### config.mk
export PLATFORM = sky130hd
export DESIGN_NAME = uudecode_line_decoder
export DESIGN_NICKNAME = d
export VERILOG_FILES = /design/src/rtl/uld_pkg.sv /design/src/rtl/uld_front.sv /design/src/rtl/uld_queue.sv /design/src/rtl/uld_back.sv /design/src/rtl/uudecode_line_decoder.sv
export SDC_FILE = /design/constraint.sdc
export NUM_CORES = 1
export LEC_CHECK = 0
export ABC_CLOCK_PERIOD_IN_PS = 4200
export BUFFER_PORTS_ARGS = -buffer_cell sky130_fd_sc_hd__buf_2
export CORE_ASPECT_RATIO = 0.6
export CORE_MARGIN = 1
export CORE_UTILIZATION = 47
export DETAILED_ROUTE_END_ITERATION = 12
export PLACE_DENSITY = 0.65
export RECOVER_POWER = 100
export REMOVE_ABC_BUFFERS = 1
export SLEW_MARGIN = 20
export SYNTH_ARGS = -nofsm -noshare
export SYNTH_HDL_FRONTEND = slang
export SYNTH_SLANG_ARGS = --single-unit
### constraint.sdc
create_clock -name clock -period 4.2 [get_ports clock]
set_input_delay 0.21 -clock clock [delete_from_list [all_inputs] [get_ports clock]]
set_output_delay 0.21 -clock clock [all_outputs]
set_load 0.05 [all_outputs]
### src/rtl/uld_pkg.sv
// ----------------------------------------------------------------------------
// uld_pkg
// Shared types and constants for the uudecode line decoder.
// ----------------------------------------------------------------------------
package uld_pkg;

   // Longest line, in decoded bytes, that a length character may announce
   localparam int unsigned MAX_LINE_BYTES = 45;

   // Character codes
   localparam logic [7:0] CH_SPACE     = 8'd32;
   localparam logic [7:0] CH_BACKQUOTE = 8'd96;
   localparam logic [7:0] DIGIT_TOP    = 8'd95;
   localparam logic [7:0] LEN_TOP      = CH_SPACE + 8'(MAX_LINE_BYTES);

   // Status codes on the result channel
   localparam logic [1:0] STATUS_OK         = 2'd0;
   localparam logic [1:0] STATUS_BAD_DIGIT  = 2'd1;
   localparam logic [1:0] STATUS_BAD_LENGTH = 2'd2;

   // Queue between front and back; depth is a power of two
   localparam int unsigned QUEUE_DEPTH = 4;
   localparam int unsigned QPTR_W      = $clog2(QUEUE_DEPTH);
   localparam int unsigned QCNT_W      = $clog2(QUEUE_DEPTH + 1);

   // Request: one character of a line
   typedef struct packed {
      logic [7:0] ch;
      logic       line_start;
   } req_type;

   // Response: one decoded byte or an end-of-line marker
   typedef struct packed {
      logic [7:0] data_byte;
      logic       byte_valid;
      logic       line_done;
      logic [1:0] status;
   } rsp_type;

   // Classified character handed from front to back
   typedef struct packed {
      logic       is_start;  // length character
      logic       char_ok;   // legal length or legal digit
      logic [5:0] value;     // byte count or 6-bit digit
   } cls_type;

endpackage

### src/rtl/uld_front.sv
// ----------------------------------------------------------------------------
// uld_front
// Accepts requests and classifies each character as a length or digit code.
// ----------------------------------------------------------------------------
module uld_front
   import uld_pkg::*;
(
   input  logic    req_valid,
   output logic    req_stall,
   input  req_type req_payload,
   input  logic    queue_full,
   output logic    push,
   output cls_type cls
);

   logic [7:0] ch_offset;
   logic       is_backquote;
   logic       len_in_range;
   logic       digit_in_range;

   // Take a request whenever the queue has room
   assign req_stall = queue_full;
   assign push      = req_valid && !queue_full;

   // Backquote maps to 0 through the low six bits of ch - space
   assign ch_offset      = req_payload.ch - CH_SPACE;
   assign is_backquote   = (req_payload.ch == CH_BACKQUOTE);
   assign len_in_range   = (req_payload.ch >= CH_SPACE) && (req_payload.ch <= LEN_TOP);
   assign digit_in_range = (req_payload.ch >= CH_SPACE) && (req_payload.ch <= DIGIT_TOP);

   always_comb begin
      cls.is_start = req_payload.line_start;
      cls.value    = ch_offset[5:0];
      if (req_payload.line_start) begin
         cls.char_ok = is_backquote || len_in_range;
      end else begin
         cls.char_ok = is_backquote || digit_in_range;
      end
   end

endmodule

### src/rtl/uld_queue.sv
// ----------------------------------------------------------------------------
// uld_queue
// Small FIFO of classified characters between front and back.
// ----------------------------------------------------------------------------
module uld_queue
   import uld_pkg::*;
(
   input  logic    clock,
   input  logic    reset,
   input  logic    push,
   input  cls_type push_data,
   output logic    full,
   output logic    pop_valid,
   input  logic    pop,
   output cls_type pop_data
);

   cls_type             mem_ff [QUEUE_DEPTH];
   logic [QPTR_W-1:0]   wr_ptr_ff, wr_ptr_in;
   logic [QPTR_W-1:0]   rd_ptr_ff, rd_ptr_in;
   logic [QCNT_W-1:0]   count_ff, count_in;

   assign full      = (count_ff == QCNT_W'(QUEUE_DEPTH));
   assign pop_valid = (count_ff != '0);
   assign pop_data  = mem_ff[rd_ptr_ff];

   // Pointer and fill count update
   always_comb begin
      wr_ptr_in = push ? wr_ptr_ff + 1'b1 : wr_ptr_ff;
      rd_ptr_in = pop  ? rd_ptr_ff + 1'b1 : rd_ptr_ff;
      count_in  = count_ff;
      if (push && !pop) begin
         count_in = count_ff + 1'b1;
      end else if (pop && !push) begin
         count_in = count_ff - 1'b1;
      end
   end

   always_ff @(posedge clock) begin
      if (reset) begin
         wr_ptr_ff <= '0;
         rd_ptr_ff <= '0;
         count_ff  <= '0;
      end else begin
         wr_ptr_ff <= wr_ptr_in;
         rd_ptr_ff <= rd_ptr_in;
         count_ff  <= count_in;
      end
   end

   // Storage
   always_ff @(posedge clock) begin
      if (push) begin
         mem_ff[wr_ptr_ff] <= push_data;
      end
   end

endmodule

### src/rtl/uld_back.sv
// ----------------------------------------------------------------------------
// uld_back
// Line state, digit grouping and byte assembly, with a registered response.
// ----------------------------------------------------------------------------
module uld_back
   import uld_pkg::*;
(
   input  logic    clock,
   input  logic    reset,
   input  logic    q_valid,
   input  cls_type q_data,
   output logic    q_pop,
   output logic    rsp_valid,
   input  logic    rsp_stall,
   output rsp_type rsp_payload
);

   logic       line_active_ff, line_active_in;
   logic [5:0] chars_left_ff,  chars_left_in;
   logic [1:0] quad_pos_ff,    quad_pos_in;
   logic [5:0] held_digit_ff,  held_digit_in;
   logic       rsp_valid_ff,   rsp_valid_in;
   rsp_type    rsp_ff,         rsp_in;

   logic       has_rsp;
   rsp_type    new_rsp;
   logic [7:0] asm_byte;
   logic [5:0] left_dec;

   // Take an entry when the output slot is free or drains this cycle
   assign q_pop    = q_valid && (!rsp_valid_ff || !rsp_stall);
   assign left_dec = chars_left_ff - 6'd1;

   // Byte assembled from the held digit and the current one
   always_comb begin
      unique case (quad_pos_ff)
         2'd1:    asm_byte = {held_digit_ff[5:0], q_data.value[5:4]};
         2'd2:    asm_byte = {held_digit_ff[3:0], q_data.value[5:2]};
         2'd3:    asm_byte = {held_digit_ff[1:0], q_data.value};
         default: asm_byte = 8'd0;
      endcase
   end

   // Next line state and response for the entry at the queue head
   always_comb begin
      line_active_in = line_active_ff;
      chars_left_in  = chars_left_ff;
      quad_pos_in    = quad_pos_ff;
      held_digit_in  = held_digit_ff;
      has_rsp        = 1'b0;
      new_rsp        = '{data_byte: 8'd0, byte_valid: 1'b0, line_done: 1'b1,
                         status: STATUS_OK};
      priority if (q_data.is_start) begin
         line_active_in = 1'b0;
         chars_left_in  = 6'd0;
         quad_pos_in    = 2'd0;
         held_digit_in  = 6'd0;
         if (!q_data.char_ok) begin
            has_rsp        = 1'b1;
            new_rsp.status = STATUS_BAD_LENGTH;
         end else if (q_data.value == 6'd0) begin
            has_rsp = 1'b1;
         end else begin
            chars_left_in  = q_data.value;
            line_active_in = 1'b1;
         end
      end else if (!line_active_ff) begin
         // idle character, ignored
      end else if (!q_data.char_ok) begin
         line_active_in = 1'b0;
         chars_left_in  = 6'd0;
         quad_pos_in    = 2'd0;
         held_digit_in  = 6'd0;
         has_rsp        = 1'b1;
         new_rsp.status = STATUS_BAD_DIGIT;
      end else if (quad_pos_ff == 2'd0) begin
         held_digit_in = q_data.value;
         quad_pos_in   = 2'd1;
      end else begin
         has_rsp            = 1'b1;
         new_rsp.data_byte  = asm_byte;
         new_rsp.byte_valid = 1'b1;
         held_digit_in      = q_data.value;
         quad_pos_in        = quad_pos_ff + 2'd1;
         chars_left_in      = left_dec;
         if (left_dec == 6'd0) begin
            line_active_in    = 1'b0;
            quad_pos_in       = 2'd0;
            held_digit_in     = 6'd0;
         end else begin
            new_rsp.line_done = 1'b0;
         end
      end
   end

   // Output register
   always_comb begin
      rsp_in = rsp_ff;
      if (q_pop) begin
         rsp_valid_in = has_rsp;
         if (has_rsp) begin
            rsp_in = new_rsp;
         end
      end else begin
         rsp_valid_in = rsp_valid_ff && rsp_stall;
      end
   end

   always_ff @(posedge clock) begin
      if (reset) begin
         line_active_ff <= 1'b0;
         chars_left_ff  <= 6'd0;
         quad_pos_ff    <= 2'd0;
         held_digit_ff  <= 6'd0;
         rsp_valid_ff   <= 1'b0;
      end else begin
         if (q_pop) begin
            line_active_ff <= line_active_in;
            chars_left_ff  <= chars_left_in;
            quad_pos_ff    <= quad_pos_in;
            held_digit_ff  <= held_digit_in;
         end
         rsp_valid_ff <= rsp_valid_in;
      end
   end

   always_ff @(posedge clock) begin
      rsp_ff <= rsp_in;
   end

   assign rsp_valid   = rsp_valid_ff;
   assign rsp_payload = rsp_ff;

`ifndef SYNTHESIS
   // An idle decoder sits at the start of a digit group with nothing left
   a_idle_clean: assert property (@(posedge clock) disable iff (reset)
      !line_active_ff |-> (quad_pos_ff == 2'd0) && (chars_left_ff == 6'd0))
      else $error("idle decoder holds stale group state");

   // An active line always has bytes still to decode
   a_active_count: assert property (@(posedge clock) disable iff (reset)
      line_active_ff |-> (chars_left_ff != 6'd0))
      else $error("active line with zero bytes left");

   // Error responses end the line and carry no byte
   a_error_shape: assert property (@(posedge clock) disable iff (reset)
      rsp_valid_ff && (rsp_ff.status != STATUS_OK) |->
         rsp_ff.line_done && !rsp_ff.byte_valid)
      else $error("error response malformed");

   // A response that ends the line, final byte or error, leaves the decoder idle
   a_done_idle: assert property (@(posedge clock) disable iff (reset)
      q_pop && has_rsp && new_rsp.line_done |=> !line_active_ff)
      else $error("line still active after its final response");
`endif

endmodule

### src/rtl/uudecode_line_decoder.sv
// ----------------------------------------------------------------------------
// uudecode_line_decoder
// Streaming uuencoded line decoder, one character per request.
// ----------------------------------------------------------------------------
// Send one character per request, flagging the length character of each line
// with line_start. The block takes one character every clock cycle while the
// queue is not full; a decoded byte or end-of-line response is registered once
// its character leaves the queue, and is offered on the response port from
// then on. A four-entry queue sits between the classifier and the line
// decoder, so a stalled response port stops intake only once that queue and
// the response register are full. Characters that are ignored or that open a
// digit group produce no response. Errors (status 1 bad digit, 2 bad length)
// end the line; later characters are dropped until the next line_start.
module uudecode_line_decoder
   import uld_pkg::*;
(
   input  logic    clock,
   input  logic    reset,
   input  logic    req_valid,
   output logic    req_stall,
   input  req_type req_payload,
   output logic    rsp_valid,
   input  logic    rsp_stall,
   output rsp_type rsp_payload
);

   logic    push;
   logic    queue_full;
   cls_type cls;
   logic    q_valid;
   logic    q_pop;
   cls_type q_data;

   uld_front u_front (
      .req_valid   (req_valid),
      .req_stall   (req_stall),
      .req_payload (req_payload),
      .queue_full  (queue_full),
      .push        (push),
      .cls         (cls)
   );

   uld_queue u_queue (
      .clock     (clock),
      .reset     (reset),
      .push      (push),
      .push_data (cls),
      .full      (queue_full),
      .pop_valid (q_valid),
      .pop       (q_pop),
      .pop_data  (q_data)
   );

   uld_back u_back (
      .clock       (clock),
      .reset       (reset),
      .q_valid     (q_valid),
      .q_data      (q_data),
      .q_pop       (q_pop),
      .rsp_valid   (rsp_valid),
      .rsp_stall   (rsp_stall),
      .rsp_payload (rsp_payload)
   );

endmodule

==> impl_summary.txt <==
----------------------------------------------------
[Placed design]
  DP Wirelength ... 4720 um
  Buffers on Ports ... 26
  Last weighted congestion value of the routability-driven placer ... 0.952

[Cells and area]
  Highest-count cells in the layout ignoring fill and taps ... 44 x sky130_fd_sc_hd__edfxtp_1, 29 x sky130_fd_sc_hd__nor2_1, 25 x sky130_fd_sc_hd__dfxtp_1
  Syn-to-layout area delta ... 12.3%
  Ratio of cells with drive above 1 in the final layout ... 9.89%
  Most common cell after layout, fill and taps aside ... sky130_fd_sc_hd__edfxtp_1
  Net count reported at finish ... 293
  Filler cell count in the final layout ... 513
  Ant. Diodes ... 0

[STA]
  Max transition margin ... 20.7%
  Sum of negative setup slack ... 0 ns
  Setup repair after global routing missed its margin ... false
  Post-layout minimum cycle time ... 3.07 ns
  Slew at the pin with the worst max-slew slack ... 1.19 ns
  Tightest hold margin ... 0.168 ns
  Clock tree skew after final layout ... 0.00582 ns
  Hold Vio Cnt, Final ... 0
  Setup violation total in the final timing report ... 0
  Final Max Tran Viols ... 0
  Timing-limited maximum frequency ... 0.326 GHz
  Final period util ... 73.0%

[Worst setup path]
  Master of the slowest instance on the critical path ... sky130_fd_sc_hd__a21oi_1
  Crit path largest cell delay ... 0.92 ns
  Arrival time of data at the critical path endpoint ... 3.03 ns
  Critical Path Fanout Max ... 13
  Required @ worst endpoint ... 4.16 ns
  Type of element capturing the critical path ... flop
  Critical path, cell by cell ... mux4_2, nor4_1, nand2_1, a21oi_1
  Nature of the critical path startpoint ... flop
  Type of the worst setup path ... reg2reg

[Floorplanning]
  Initial core utilization ... 49.8%
  IO Pins ... 27
  Area of the core ... 6250 um2
  Total number of placement rows ... 22
  Height of the chip ... 65.0 um
  Horizontal die dimension ... 107 um
  Overall die area ... 6960 um2

[CTS]
  Library cell used as clock root buffer ... sky130_fd_sc_hd__clkbuf_8
  Post CTS Setup Buffer Count ... 0
  Clock-pin transition on the worst setup and hold timing paths ... 0.07 ns
  CTS buffer count ... 9
  Total number of clock tree sinks ... 69
  Post-cts resize count ... 0
  Bufs on Longest Clock Path ... 2
  CTS tree ... built
  Clock latency on the worst-skew pair ... 0.35 ns
  Number of hold buffers added after CTS ... 0
  Maximum level of the CTS H-tree ... 3

[Power]
  Leakage power ... 0.00123 uW
  Net load switching power ... 865 uW
  Sequential power share ... 40.2%
  Internal power ... 1520 uW
  Share of power burned in the clock network ... 26.9%
  Switching power share of the total ... 36.2%
  Power Dens Cells ... 683 nW/um2
  Worst ir drop on vdd ... 0.000220 V
  Combinational power share ... 32.8%

[Routing]
  Number of optimization iterations in the first detailed-route pass ... 6
  DRC errors left ... 0
  Sum of routed wire length over all layers ... 6370 um
  Detail-routed via count per cell ... 5.74
  Post-route antenna net violation count ... 0
  DRC violation total after the first TritonRoute iteration ... 216
  Via count ... 2048
  Drt wl/cell ... 17.8 um

[Logic synthesis]
  Sequential area share after synthesis ... 58.6%
  Multiplexer share of the synthesized area ... 8.09%
  Flop and latch count out of synthesis ... 69
  Synthesized area divided by synthesized cell count ... 12.9 um2
  Share of synthesized registers carrying an async set or reset ... 0%
  Main combinational cell family by area after synthesis ... simple AND/OR/NAND/NOR gates
  Syn Std Cell Area ... 3110 um2
  Yosys warnings ... 0
  Number of standard cells after synthesis ... 241
  Xor/xnor cell area share of the yosys netlist ... 1.69%
  Dominant synthesized flop cell ... sky130_fd_sc_hd__edfxtp_1
  Number of unique standard cell types used by synthesis ... 47
  Arithmetic-cell share of the synthesized area counting full adders, half adders and majority gates ... 5.07%
  Number of synthesized flops with an enable pin ... 44
  Post-synthesis compound-gate area fraction ... 11.4%
  Area fraction in and, or, nand and nor cells after synthesis ... 11.8%

[Global route]
  Maximum number of pins on one net before global-route repair ... 18
  Antenna violations before repair ... 0
  Vias in the first global route ... 1949
  First-pass GRT wire length ... 10300 um
  All-Layer GR Usage ... 20.8%
  Gr ovfl total ... 0

[Hold path]
  HP Class ... in2reg

[Flow run]
  Max Cap Viol ... 0

[Run status]
  Status ... finished clean

----------------------------------------------------
==> power by group through the flow <==
stage                     combinational (uW)  clock [uW]  sequential (uW)
after floorplan                          491           0             1070
after global placement                   800           0              972
after detailed placement                 792           0              971
after CTS                                797         651              958
final                                    784         642              960
after global routing                     858         682              979
==> routing by layer <==
layer  routed length (um)  global-route usage (%)  share of wire, %  vias up
met4                  142                    9.25               2.2        0
met2                 2410                    26.1                38      109
li1                     -                       -                 -      957
met5                    0                       0                 0        -
met1                 3120                    31.7                49      965
met3                  698                    6.94                11       17
==> sequential cells by signal, indices dropped and copies added, names as in the netlist, named ones only <==
signal and cells:
u_back.quad_pos_ff 2, u_back.rsp_valid 1, u_back.rsp_payload 12, u_queue.mem_ff 32, u_queue.wr_ptr_ff 2, u_back.held_digit_ff 6, u_queue.rd_ptr_ff 2, u_back.line_active_ff 1
u_queue.count_ff 3, u_back.chars_left_ff 6
==> kinds of logic after synthesis <==
| family | after synthesis |
|---|---|
| buffers and inverters | 23 |
| adders and majority gates | 12 |
| AOI/OAI and AO/OA | 44 |
| xor gates and xnor gates | 6 |
| muxes | 14 |
| and+or+nand+nor | 73 |
| DFF | 69 |
==> cells in the mapped netlist (2+ instances only) <==
library cell	number	area, um2
sky130_fd_sc_hd__or2b_1	2	15.0
sky130_fd_sc_hd__nand2b_1	7	43.8
sky130_fd_sc_hd__buf_1	3	11.3
sky130_fd_sc_hd__or3_1	2	12.5
sky130_fd_sc_hd__o221a_2	2	22.5
sky130_fd_sc_hd__a21oi_1	8	40.0
sky130_fd_sc_hd__xor2_1	3	26.3
sky130_fd_sc_hd__ha_1	11	138
sky130_fd_sc_hd__nor3_1	4	20.0
sky130_fd_sc_hd__a211oi_1	2	15.0
sky130_fd_sc_hd__nand2_1	10	37.5
sky130_fd_sc_hd__mux4_1	3	78.8
sky130_fd_sc_hd__a221o_1	2	20.0
sky130_fd_sc_hd__clkbuf_1	3	11.3
sky130_fd_sc_hd__mux4_2	5	113
sky130_fd_sc_hd__o21a_1	3	22.5
sky130_fd_sc_hd__a222oi_1	8	80.1
sky130_fd_sc_hd__a22o_1	6	52.6
sky130_fd_sc_hd__nor2b_1	4	25.0
sky130_fd_sc_hd__edfxtp_1	44	1320
sky130_fd_sc_hd__and2_1	7	43.8
sky130_fd_sc_hd__buf_6	2	22.5
sky130_fd_sc_hd__mux2i_1	6	60.1
sky130_fd_sc_hd__buf_2	2	10.0
sky130_fd_sc_hd__nor3b_1	3	22.5
sky130_fd_sc_hd__inv_1	13	48.8
sky130_fd_sc_hd__nor2_1	29	109
sky130_fd_sc_hd__xnor2_1	3	26.3
sky130_fd_sc_hd__o2bb2ai_1	2	17.5
sky130_fd_sc_hd__dfxtp_1	25	500
==> critical path, delay by kind of cell (launching register included) <==
family           cells  cell delay, ns
AO/OA/AOI/OAI        1            0.92
flip-flops           1            0.66
multiplexers         1            0.65
AND/OR/NAND/NOR      2            0.45
==> stage by stage <==
stage                     worst slack, ns  total power [uW]  instance area, um2  std cells  util, %
final                                1.13              2390                3490        357     55.9
after floorplan                      1.19              1570                3060        231        -
after detailed placement             1.50              1760                3290        341     52.7
after CTS                            1.48              2410                3530        357     56.5
after global routing                0.833              2520                3490        357     55.9
after global placement               1.56              1770                3290        341     52.7
==> worst paths after layout <==
check | startpoint | slack [ns] | endpoint | cells past startpoint
worst max-delay path | flop | 1.13 | u_back.rsp_payload[0]$_SDFFCE_PP0P_ | 4
worst min-delay path | req_payload[5] | 0.17 | u_queue.mem_ff[0][4]$_DFFE_PP_ | 1
worst max register to register | flop | 1.13 | u_back.rsp_payload[0]$_SDFFCE_PP0P_ | 4
worst min register to register | u_back.held_digit_ff[4]$_SDFFE_PP0P_ | 0.48 | u_back.held_digit_ff[4]$_SDFFE_PP0P_ | 2
==> final cells by class <==
type	instances	area (um2)	share of cell area (%)
Timing Repair Buffer	26	104	2.97
Clock inverter	6	110	3.15
Inverter	13	48.8	1.40
Sequential cell	69	1820	52.2
Clock buffer	10	128	3.65
Tap cell	84	105	3.01
Multi-Input combinational cell	149	1170	33.6
Note: power is estimated with default switching activity, not from simulation.
